**src/rtl/core/dqu_pkg.sv**
```systemverilog
`timescale 1ns / 1ps
`default_nettype none
// ----------------------------------------------------------------------------
// dqu_pkg
// Shared types and codes for the bounded deque unit and its cells.
// ----------------------------------------------------------------------------
package dqu_pkg;

  localparam int DataW    = 32;
  localparam int CmdW     = 2;
  localparam int StatusW  = 2;
  localparam int OccW     = 5;
  localparam int CapW     = 5;
  localparam int DefDepth = 16;

  localparam logic [CapW-1:0] CapReset = CapW'(16);

  // Command codes
  localparam logic [CmdW-1:0] CMD_PUSH_FRONT = 2'd0;
  localparam logic [CmdW-1:0] CMD_PUSH_REAR  = 2'd1;
  localparam logic [CmdW-1:0] CMD_POP_FRONT  = 2'd2;
  localparam logic [CmdW-1:0] CMD_POP_REAR   = 2'd3;

  // Status codes
  localparam logic [StatusW-1:0] ST_DONE      = 2'd0;
  localparam logic [StatusW-1:0] ST_OVERFLOW  = 2'd1;
  localparam logic [StatusW-1:0] ST_UNDERFLOW = 2'd2;

  // Value returned by a refused pop
  localparam logic [DataW-1:0] PopRefused = '1;

  // One-hot operation broadcast to every cell; all zero when idle or refused
  typedef struct packed {
    logic shift_r;   // push front: every entry moves one cell toward the rear
    logic shift_l;   // pop front: every entry moves one cell toward the front
    logic put_rear;  // push rear: first empty cell takes the word
    logic drop_rear; // pop rear: last occupied cell empties
  } ctrl_t;

endpackage
`default_nettype wire

```
**src/rtl/core/bounded_double_ended_queue_unit.sv**
```systemverilog
`timescale 1ns / 1ps
`default_nettype none
// ----------------------------------------------------------------------------
// bounded_double_ended_queue_unit
// Bounded deque of signed 32-bit words built as a row of shifting cells.
// ----------------------------------------------------------------------------
//
//  channel  | direction | contents
//  ---------+-----------+--------------------------------------------------
//  s_axis   | in        | tuser: cmd; tdata: push_value
//  m_axis   | out       | tuser: status; tdata: pop_value, occupancy
//  cfg      | in        | capacity register write (5 bits)
//
//  One item per cycle: every operation is registered in the cell row on accept,
//  and the result lands in one output register, so an item is taken
//  whenever that register is empty or being drained in the same cycle.
//  The result is valid in the cycle after the item is accepted.
//  Reset clears the cell valid bits, the occupancy count and the output
//  valid, and sets capacity to 16; cell words need no clearing.
//  A stall on m_axis holds the result and stops s_axis from accepting.
//
//  Entries sit front-aligned: cell 0 holds the front entry, the cells up to
//  the count hold the rest in order. Front operations shift the whole row;
//  rear operations touch only the cell at the boundary of the valid bits.
// ----------------------------------------------------------------------------
module bounded_double_ended_queue_unit #(
  parameter int DEPTH = dqu_pkg::DefDepth
) (
  input  wire logic                        clk_i,
  input  wire logic                        rst_ni,
  // input items
  input  wire logic                        s_axis_tvalid,
  output logic                             s_axis_tready,
  input  wire logic [dqu_pkg::DataW-1:0]   s_axis_tdata,  // [31:0] push_value
  input  wire logic [dqu_pkg::CmdW-1:0]    s_axis_tuser,  // [1:0] cmd
  // result items
  output logic                             m_axis_tvalid,
  input  wire logic                        m_axis_tready,
  output logic      [39:0]                 m_axis_tdata,  // [31:0] pop_value,
                                                          // [36:32] occupancy,
                                                          // [39:37] zero
  output logic      [dqu_pkg::StatusW-1:0] m_axis_tuser,  // [1:0] status
  // capacity register
  input  wire logic                        cfg_we_i,
  input  wire logic [dqu_pkg::CapW-1:0]    cfg_wdata_i
);
  import dqu_pkg::*;

  // Count compare width: wide enough for both the 5-bit count and DEPTH
  localparam int DepW = $clog2(DEPTH + 1);
  localparam int CntW = (DepW > OccW) ? DepW : OccW;

  logic [CapW-1:0]    capacity_q;
  logic [OccW-1:0]    count_q, count_d;
  logic               out_valid_q;
  logic [DataW-1:0]   out_value_q, out_value_d;
  logic [StatusW-1:0] out_status_q, out_status_d;
  logic [OccW-1:0]    out_occ_q;

  logic       accept;
  logic       is_full;
  logic       is_empty;
  ctrl_t      ctrl;

  logic [DataW-1:0] cell_data  [DEPTH];
  logic [DataW-1:0] left_data  [DEPTH];
  logic [DataW-1:0] right_data [DEPTH];
  logic [DataW-1:0] rear_data  [DEPTH];
  logic [DEPTH-1:0] cell_valid;
  logic [DEPTH-1:0] left_valid;
  logic [DEPTH-1:0] right_valid;
  logic [DataW-1:0] rear_word;

  assign s_axis_tready = !out_valid_q || m_axis_tready;
  assign accept        = s_axis_tvalid && s_axis_tready;

  // Full against the smaller of capacity and the physical row length
  assign is_full  = (CntW'(count_q) >= CntW'(capacity_q)) ||
                    (CntW'(count_q) >= CntW'(DEPTH));
  assign is_empty = (count_q == '0);

  // Neighbor wiring: cell 0 takes the pushed word from its left,
  // and the last cell sees an empty cell to its right
  always_comb begin
    for (int i = 0; i < DEPTH; i++) begin
      if (i == 0) begin
        left_data[i]  = s_axis_tdata;
        left_valid[i] = 1'b1;
      end else begin
        left_data[i]  = cell_data[i-1];
        left_valid[i] = cell_valid[i-1];
      end
      if (i == DEPTH - 1) begin
        right_data[i]  = '0;
        right_valid[i] = 1'b0;
      end else begin
        right_data[i]  = cell_data[i+1];
        right_valid[i] = cell_valid[i+1];
      end
    end
  end

  // Only one cell is the rear, so OR the masked words together
  always_comb begin
    rear_word = '0;
    for (int i = 0; i < DEPTH; i++) begin
      rear_word = rear_word | rear_data[i];
    end
  end

  // Decode the command, refuse on full or empty, build the result
  always_comb begin
    ctrl         = '0;
    count_d      = count_q;
    out_value_d  = '0;
    out_status_d = ST_DONE;
    unique case (s_axis_tuser) inside
      CMD_PUSH_FRONT, CMD_PUSH_REAR: begin
        if (is_full) begin
          out_status_d = ST_OVERFLOW;
        end else begin
          ctrl.shift_r  = accept && (s_axis_tuser == CMD_PUSH_FRONT);
          ctrl.put_rear = accept && (s_axis_tuser == CMD_PUSH_REAR);
          count_d       = count_q + OccW'(1);
        end
      end
      CMD_POP_FRONT, CMD_POP_REAR: begin
        if (is_empty) begin
          out_status_d = ST_UNDERFLOW;
          out_value_d  = PopRefused;
        end else begin
          ctrl.shift_l   = accept && (s_axis_tuser == CMD_POP_FRONT);
          ctrl.drop_rear = accept && (s_axis_tuser == CMD_POP_REAR);
          out_value_d    = (s_axis_tuser == CMD_POP_FRONT) ? cell_data[0] : rear_word;
          count_d        = count_q - OccW'(1);
        end
      end
      default: begin
        out_status_d = ST_DONE;
      end
    endcase
  end

  for (genvar g = 0; g < DEPTH; g++) begin : g_cell
    dqu_cell u_cell (
      .clk_i         (clk_i),
      .rst_ni        (rst_ni),
      .ctrl_i        (ctrl),
      .word_i        (s_axis_tdata),
      .left_data_i   (left_data[g]),
      .left_valid_i  (left_valid[g]),
      .right_data_i  (right_data[g]),
      .right_valid_i (right_valid[g]),
      .data_o        (cell_data[g]),
      .valid_o       (cell_valid[g]),
      .rear_data_o   (rear_data[g])
    );
  end

  // Control state: capacity, count, result valid
  always_ff @(posedge clk_i or negedge rst_ni) begin
    if (!rst_ni) begin
      capacity_q  <= CapReset;
      count_q     <= '0;
      out_valid_q <= 1'b0;
    end else begin
      if (cfg_we_i) begin
        capacity_q <= cfg_wdata_i;
      end
      if (accept) begin
        count_q     <= count_d;
        out_valid_q <= 1'b1;
      end else if (m_axis_tready) begin
        out_valid_q <= 1'b0;
      end
    end
  end

  // Result payload: load on accept, hold otherwise
  always_ff @(posedge clk_i) begin
    if (accept) begin
      out_value_q  <= out_value_d;
      out_status_q <= out_status_d;
      out_occ_q    <= count_d;
    end
  end

  assign m_axis_tvalid = out_valid_q;
  assign m_axis_tdata  = {3'b000, out_occ_q, out_value_q};
  assign m_axis_tuser  = out_status_q;

endmodule
`default_nettype wire

```
**src/rtl/core/dqu_cell.sv**
```systemverilog
`timescale 1ns / 1ps
`default_nettype none
// ----------------------------------------------------------------------------
// dqu_cell
// One deque slot: a word and a valid bit, shifted to or from its neighbors.
// ----------------------------------------------------------------------------
module dqu_cell (
  input  wire logic                      clk_i,
  input  wire logic                      rst_ni,
  input  wire dqu_pkg::ctrl_t            ctrl_i,
  input  wire logic [dqu_pkg::DataW-1:0] word_i,
  input  wire logic [dqu_pkg::DataW-1:0] left_data_i,
  input  wire logic                      left_valid_i,
  input  wire logic [dqu_pkg::DataW-1:0] right_data_i,
  input  wire logic                      right_valid_i,
  output logic      [dqu_pkg::DataW-1:0] data_o,
  output logic                           valid_o,
  output logic      [dqu_pkg::DataW-1:0] rear_data_o
);
  import dqu_pkg::*;

  logic [DataW-1:0] data_q, data_d;
  logic             valid_q, valid_d;
  logic             is_rear;

  assign is_rear = valid_q && !right_valid_i;

  always_comb begin
    data_d  = data_q;
    valid_d = valid_q;
    if (ctrl_i.shift_r) begin
      data_d  = left_data_i;
      valid_d = left_valid_i;
    end else if (ctrl_i.shift_l) begin
      data_d  = right_data_i;
      valid_d = right_valid_i;
    end else if (ctrl_i.put_rear && !valid_q && left_valid_i) begin
      data_d  = word_i;
      valid_d = 1'b1;
    end else if (ctrl_i.drop_rear && is_rear) begin
      valid_d = 1'b0;
    end
  end

  always_ff @(posedge clk_i or negedge rst_ni) begin
    if (!rst_ni) begin
      valid_q <= 1'b0;
    end else begin
      valid_q <= valid_d;
    end
  end

  always_ff @(posedge clk_i) begin
    data_q <= data_d;
  end

  assign data_o      = data_q;
  assign valid_o     = valid_q;
  assign rear_data_o = is_rear ? data_q : '0;

endmodule
`default_nettype wire
```
**config.mk**
```make
export PLATFORM = sky130hd
export DESIGN_NAME = bounded_double_ended_queue_unit
export DESIGN_NICKNAME = d
export VERILOG_FILES = /design/src/rtl/core/dqu_pkg.sv /design/src/rtl/core/bounded_double_ended_queue_unit.sv /design/src/rtl/core/dqu_cell.sv
export SDC_FILE = /design/constraint.sdc
export NUM_CORES = 1
export LEC_CHECK = 0
export ABC_AREA = 1
export BUFFER_PORTS_ARGS = -buffer_cell sky130_fd_sc_hd__buf_2
export CORE_MARGIN = 3
export CORE_UTILIZATION = 40
export DETAILED_ROUTE_END_ITERATION = 8
export SKIP_CTS_REPAIR_TIMING = 1
export SYNTH_ARGS = -nofsm -noshare
export SYNTH_HDL_FRONTEND = slang
export SYNTH_HIERARCHICAL = 1
export SYNTH_SLANG_ARGS = --single-unit
```
**constraint.sdc**
```tcl
create_clock -name clk_i -period 6.5 [get_ports clk_i]
set_input_delay 0.65 -clock clk_i [delete_from_list [all_inputs] [get_ports clk_i]]
set_output_delay 0.65 -clock clk_i [all_outputs]
set_load 0.01 [all_outputs]
```
==> run_results.csv, run 1 <==
group,metric,value,unit
floorplan,ios,88,
floorplan,row_count,110,
sta,setup_ws,2.64,ns
yosys,ys_warn_count,6,
yosys,async_flop_share,4.67,%
power,p_total,14.0,mW
power,p_leak,17.2,nW
floorplan,dieWidth,309,um
yosys,synthCells,4696,
cells_and_area,nNetsFinal,4704,
global_route,grt.total_usage,23.1,%
drt,ant_nets,0,
global_route,grt_max_degree,130,
floorplan,core_area,90600,um^2
cells_and_area,fin_area,39000,um^2
cts,htreeDepth,3,
cts,cts-root-buf,"clkbuf_16",
sta,tns,0,ns
sta,whs,0.0637,ns
run_status,status,"complete, no violations",
cells_and_area,diodes,0,
cts,numCtsBuffers,68,
drt,vias_per_cell,5.41,
yosys,synth_compound_area_share,15.6,%
yosys,netlist_area,36800,um^2
critical_path,cp.arrival,4.11,ns
yosys,synth_top_family_by_area,"simple AND/OR/NAND/NOR gates",
yosys,synth-edff-count,551,
drt,dr.pass1.iters,5,
drt,drt_iter0_drc,3160,
critical_path,crit_type,"register to register",
critical_path,rrSetupSlack,2.64,ns
floorplan,start_util,40.6,%
cts,ctsLongestPathBuffers,3,
yosys,ys_types,40,
yosys,synth-seq-cells,578,
yosys,ys_seq_area_share,46.8,%
sta,setup-violations-final,0,
sta,worst_clock_skew,0.0273,ns
sta,maxSlewViolCount,0,
yosys,synth-xor-area-share,0.0715,%
global_route,gr-total-overflow,0,
yosys,avgSynthCellArea,7.83,um^2
sta,max_slew_margin,16.3,%
min_path,min_path_type,"primary input to async pin",
global_route,antenna_found_initial,0,
critical_path,crit_path_max_fanout,56,
drt,via_count,31800,
cells_and_area,drive_gt1_share,9.31,%
sta,hold_viol,0,
critical_path,crit_required,6.75,ns
sta,tightest_slew,1.25,ns
sta,rsz0062_at_grt,"no",
cells_and_area,syn_to_final_growth,5.94,%
placement,place_area,36900,um^2
power,cellPowerDensity,360,nW/um^2
drt,wl_per_cell,19.3,um
placement,place_ws,2.27,ns
global_route,first_global_vias,31000,
drt,drt-total-wl,114000,um
drt,drc,0,
yosys,synth-simple-area-share,23.6,%
cts,clkTransAtPathRegs,0.06,ns
yosys,synthFlopType,"edfxtp_1",
global_route,grt_pass1_wl,176000,um
floorplan,dieArea,95600,um^2
sta,max_freq,259,MHz
sta,post-route-period-util,59.4,%
power,peakVddDrop,0.182,mV
floorplan,die_h,309,um
yosys,synthAdderAreaFrac,0.238,%
cts,cts.sinks,578,
job,maxCapViolCount,0,
critical_path,crit_path_start_kind,"register",
cts,insertion_delay,0.63,ns
placement,portBuffers,84,
critical_path,crit_path_end_kind,"register",
cts,cts_tree,"done",
yosys,synth.area.mux_share,0.0306,%
placement,hpwl,74800,um
placement,gp_congestion,0.845,
sta,period_needed,3.86,ns
## report_power, final
part / internal (mW) / switching, mW
clock: 2.08 / 1.63
sequential: 5.03 / 0.540
combinational: 1.35 / 3.41
total: 8.46 / 5.58
## state kept, by name, indices dropped and copies added, names as in the netlist
register               cells
capacity_q                 5
count_q                    5
g_cell.u_cell/data_o     512
g_cell.u_cell/valid_o     16
m_axis_tuser               2
m_axis_tvalid              1
out_occ_q                  5
out_value_q               32
## critical path: stages (launching register included)
cell and delay (ns):
dfstp_2 0.51, inv_1 0.05, ha_1 0.34, nand2_1 0.09
inv_1 0.05, nand2_1 0.06, nand2_1 0.08, nor2_4 0.17
nand4_2 0.14, nor3_2 0.63, buf_12 0.41, nor2_4 0.06
inv_2 0.12, nor2_4 0.04, inv_1 0.20, buf_4 0.50
## through the flow
step                utilization, %  instances
detailed placement            40.7       5759
floorplan                        -       4733
global route                  43.0       5880
finish                        43.0       5880
CTS                           43.0       5880
global placement              40.7       5759
## cells by family (layout without fill, tap and decap cells)
family | Yosys count | count (layout)
adder cells (fa/ha/maj) | 7 | 7
AO/OA/AOI/OAI | 1115 | 1115
buffers and inverters | 922 | 893
other | 2 | 39
multiplexers | 1 | 1
flip-flops | 578 | 578
XOR/XNOR | 3 | 3
AND/OR/NAND/NOR | 2068 | 2068
## worst paths after layout
kind,cells after the start,endpoint,startpoint
min,1,capacity_q[2],rst_ni
min reg2reg,2,capacity_q[4],capacity_q[4]
max reg2reg,15,g_cell[2].u_cell/data_o[28],capacity_q[4]
max,15,g_cell[2].u_cell/data_o[28],capacity_q[4]
max in group asynchronous,1,g_cell[14].u_cell/valid_o,rst_ni
min in group clk_i,3,capacity_q[3],cfg_wdata_i[3]
## final cells by class
cell class	count	area [um^2]
Timing Repair Buffer	140	941
Clock buffer	87	1840
Tap cell	1176	1470
Clock inverter	34	235
Multi-Input combinational cell	3233	14700
Fill cell	9268	51600
Sequential cell	578	17200
Inverter	632	2510
## layout by cell type (no fill, tap or decap), drive strengths merged
| master | instances |
|---|---|
| a21oi | 1025 |
| a31oi | 32 |
| buf | 140 |
| bufinv | 2 |
| clkbuf | 87 |
| clkinv | 43 |
| conb | 39 |
| dfrtp | 26 |
| dfstp | 1 |
| edfxtp | 551 |
| ha | 7 |
| inv | 621 |
| mux2 | 1 |
| nand2 | 704 |
| nand3 | 24 |
| nand4 | 39 |
| nor2 | 1233 |
| nor3 | 4 |
| nor4 | 64 |
| o21ai | 57 |
| o31ai | 1 |
| xnor2 | 1 |
| xor2 | 2 |
## layer usage
metal	part of all wire, %	track usage (%)
met5	0	0
met2	48	38.9
met4	3.0	7.35
met1	43	31.2
met3	5.9	2.87
## synth_stat cells, types with 3 or more instances
library cell	n	area, um^2
nor2_1	1169	4390
a21oi_1	995	4980
nand2_1	668	2510
inv_1	578	2170
edfxtp_1	551	16500
buf_4	126	946
buf_6	102	1150
nor4_1	64	400
nor2_4	63	709
o21ai_0	53	265
buf_2	48	240
nand4_1	37	231
nand2_2	35	219
a31oi_1	32	200
a21oi_2	30	263
dfrtp_1	26	651
nand3_1	22	110
inv_2	20	75.1
clkinv_4	16	140
inv_4	15	93.8
ha_1	7	87.6
buf_12	6	120
clkbuf_1	5	18.8
clkbuf_2	3	15.0
inv_8	3	33.8
nor3_1	3	15.0
Power figures use the tool's default switching activity.
==> run 2: changes to the inputs <==
==> constraint.sdc (replaced) <==
create_clock -name clk_i -period 3.4 [get_ports clk_i]
set_input_delay 0.34 -clock clk_i [delete_from_list [all_inputs] [get_ports clk_i]]
set_output_delay 0.34 -clock clk_i [all_outputs]
set_load 0.01 [all_outputs]
==> run 2 against run 1 <==
  * Global-route usage increased by 1.0 points
  * Cell area increased by 2.4%
  * Count of clock-buffer cells in the layout increased by 1
  * Flip-flop and latch count unchanged
  * Core utilization increased by 1.0 points
  * Worst setup slack got worse by 2.4 ns
  * Wire length increased by 4.6%
  * Cell count increased by 0.77%
  * Critical path type unchanged
==> run_results.csv, run 2 (synthesis gave the netlist of run 1 again) <==
group,metric,value,unit
floorplan,dieArea,95600,um^2
cts,cts-root-buf,"clkbuf_16",
cts,ctsLongestPathBuffers,3,
cts,cts.sinks,578,
cts,numCtsBuffers,67,
floorplan,die_h,309,um
sta,rsz0062_at_grt,"no",
cells_and_area,final_cell_mix,"nor2_1 (1169), a21oi_1 (995), nand2_1 (668)",
run_status,status,"complete, no violations",
sta,post-route-period-util,93.1,%
sta,max_freq,316,MHz
sta,tightest_slew,1.04,ns
sta,setup_ws,0.234,ns
drt,dr.pass1.iters,5,
critical_path,slowest_stage,"dfstp_2",
placement,gp_congestion,0.847,
sta,period_needed,3.17,ns
critical_path,crit_required,3.85,ns
critical_path,critPathMaxStageDelay,0.51,ns
placement,place_ws,0.299,ns
cts,insertion_delay,0.62,ns
cells_and_area,fill_cells,9054,
placement,placed_cells_incl_taps,5796,
sta,maxSlewViolCount,0,
sta,max_slew_margin,30.7,%
critical_path,r2r_cells,13,
floorplan,row_count,110,
min_path,min_path_type,"primary input to register",
sta,tns,0,ns
sta,whs,0.0253,ns
global_route,gr-total-overflow,0,
drt,drt-total-wl,119000,um
floorplan,ios,88,
cells_and_area,drive_gt1_share,10.2,%
drt,vias_per_cell,5.43,
sta,setup-violations-final,0,
cts,htreeDepth,3,
power,p_leak,17.5,nW
critical_path,cp.arrival,3.62,ns
floorplan,dieWidth,309,um
critical_path,rrSetupSlack,0.23,ns
drt,drt_iter0_drc,3515,
cts,clkTransAtPathRegs,0.06,ns
critical_path,crit_path_end_kind,"register",
cells_and_area,final_util,44.0,%
critical_path,critPathBufInv,4,
critical_path,crit_path_start,"capacity_q[4]",
floorplan,core_area,90600,um^2
global_route,grt_max_degree,114,
min_path,hold_depth,2,
cells_and_area,syn_to_final_growth,8.47,%
critical_path,crit_path_max_fanout,113,
cells_and_area,nNetsFinal,4747,
drt,via_count,32100,
global_route,antenna_found_initial,1,
critical_path,worst-path-stages,13,
critical_path,crit_type,"register to register",
drt,wl_per_cell,20.1,um
cells_and_area,final_cells,5925,
critical_path,reg2reg_from,"capacity_q[4]",
critical_path,cpLargestDelayFamily,"buffers and inverters",
drt,drc,0,
global_route,first_global_vias,30500,
global_route,grt_pass1_wl,180000,um
job,maxCapViolCount,0,
sta,worst_clock_skew,0.0160,ns
sta,hold_viol,0,
power,peakVddDrop,0.363,mV
floorplan,start_util,40.6,%
power,cellPowerDensity,699,nW/um^2
placement,portBuffers,84,
placement,hpwl,76900,um
cts,cts_tree,"done",
cells_and_area,largest_reg_flops,512,
critical_path,cp-endpoint,"g_cell[8].u_cell/data_o[25]",
cells_and_area,final_common_cell,"nor2_1",
critical_path,critPathMostFrequentCell,"nand2_1",
critical_path,reg2reg_to,"g_cell[8].u_cell/data_o[25]",
global_route,grt.total_usage,24.2,%
drt,ant_nets,0,
critical_path,crit_path_start_kind,"register",
critical_path,path_cells,"inv_1, ha_1, nand2_1, inv_1, nand2_1, nand2_1, nor2_4, nand4_2, nor3_4, buf_12, buf_12, a21oi_1, a21oi_1",
-- run 2: cell types whose count changed in the layout (fill, tap and decap cells not counted), moves of 5 or more --
cell | previous run | this run
nand2_1 | 660 | 668
clkinvlp_4 | 0 | 16
nand2_2 | 43 | 35
buf_12 | 8 | 42
bufinv_16 | 2 | 7
inv_1 | 577 | 562
dlygate4sd3_1 | 0 | 7
-- run 2: area by class of cell --
cell class | count | area [um^2] | area share, %
Antenna cell | 1 | 2.50 | 0.00627
Clock buffer | 88 | 1850 | 4.64
Clock inverter | 33 | 332 | 0.831
Inverter | 632 | 2570 | 6.44
Multi-Input combinational cell | 3233 | 14700 | 36.9
Sequential cell | 578 | 17200 | 43.2
Tap cell | 1176 | 1470 | 3.69
Timing Repair Buffer | 184 | 1710 | 4.30
-- run 2: how the worst min path moves through the flow --
stage,start,end,slack (ns)
after global routing,cfg_we_i,capacity_q[4],0.0008
after detailed placement,rst_ni,capacity_q[3],0.44
after global placement,rst_ni,capacity_q[1],0.44
final,cfg_we_i,capacity_q[4],0.03
after CTS,rst_ni,count_q[2],-0.22
after floorplan,rst_ni,capacity_q[0],0.04
-- run 2: per-stage QoR --
step | cell area, um^2 | total power, mW
after floorplan | 37000 | 16.9
after global placement | 37600 | 20.3
after detailed placement | 37600 | 20.4
after CTS | 39800 | 27.9
after global routing | 39900 | 29.3
final | 39900 | 27.9
-- run 2: where the power goes --
| part | leakage [nW] | internal (mW) | switching (mW) |
|---|---|---|---|
| clock network | 1.07 | 4.36 | 3.10 |
| registers | 5.43 | 9.60 | 1.02 |
| logic | 11.0 | 2.96 | 6.83 |
| total | 17.5 | 16.9 | 10.9 |
-- run 2: layer usage --
layer	up-vias	share of wire (%)	track usage (%)
li1	15200	-	-
met1	15500	43	33.6
met2	1215	46	39.1
met3	183	6.8	3.07
met4	0	3.3	8.13
met5	-	0	0
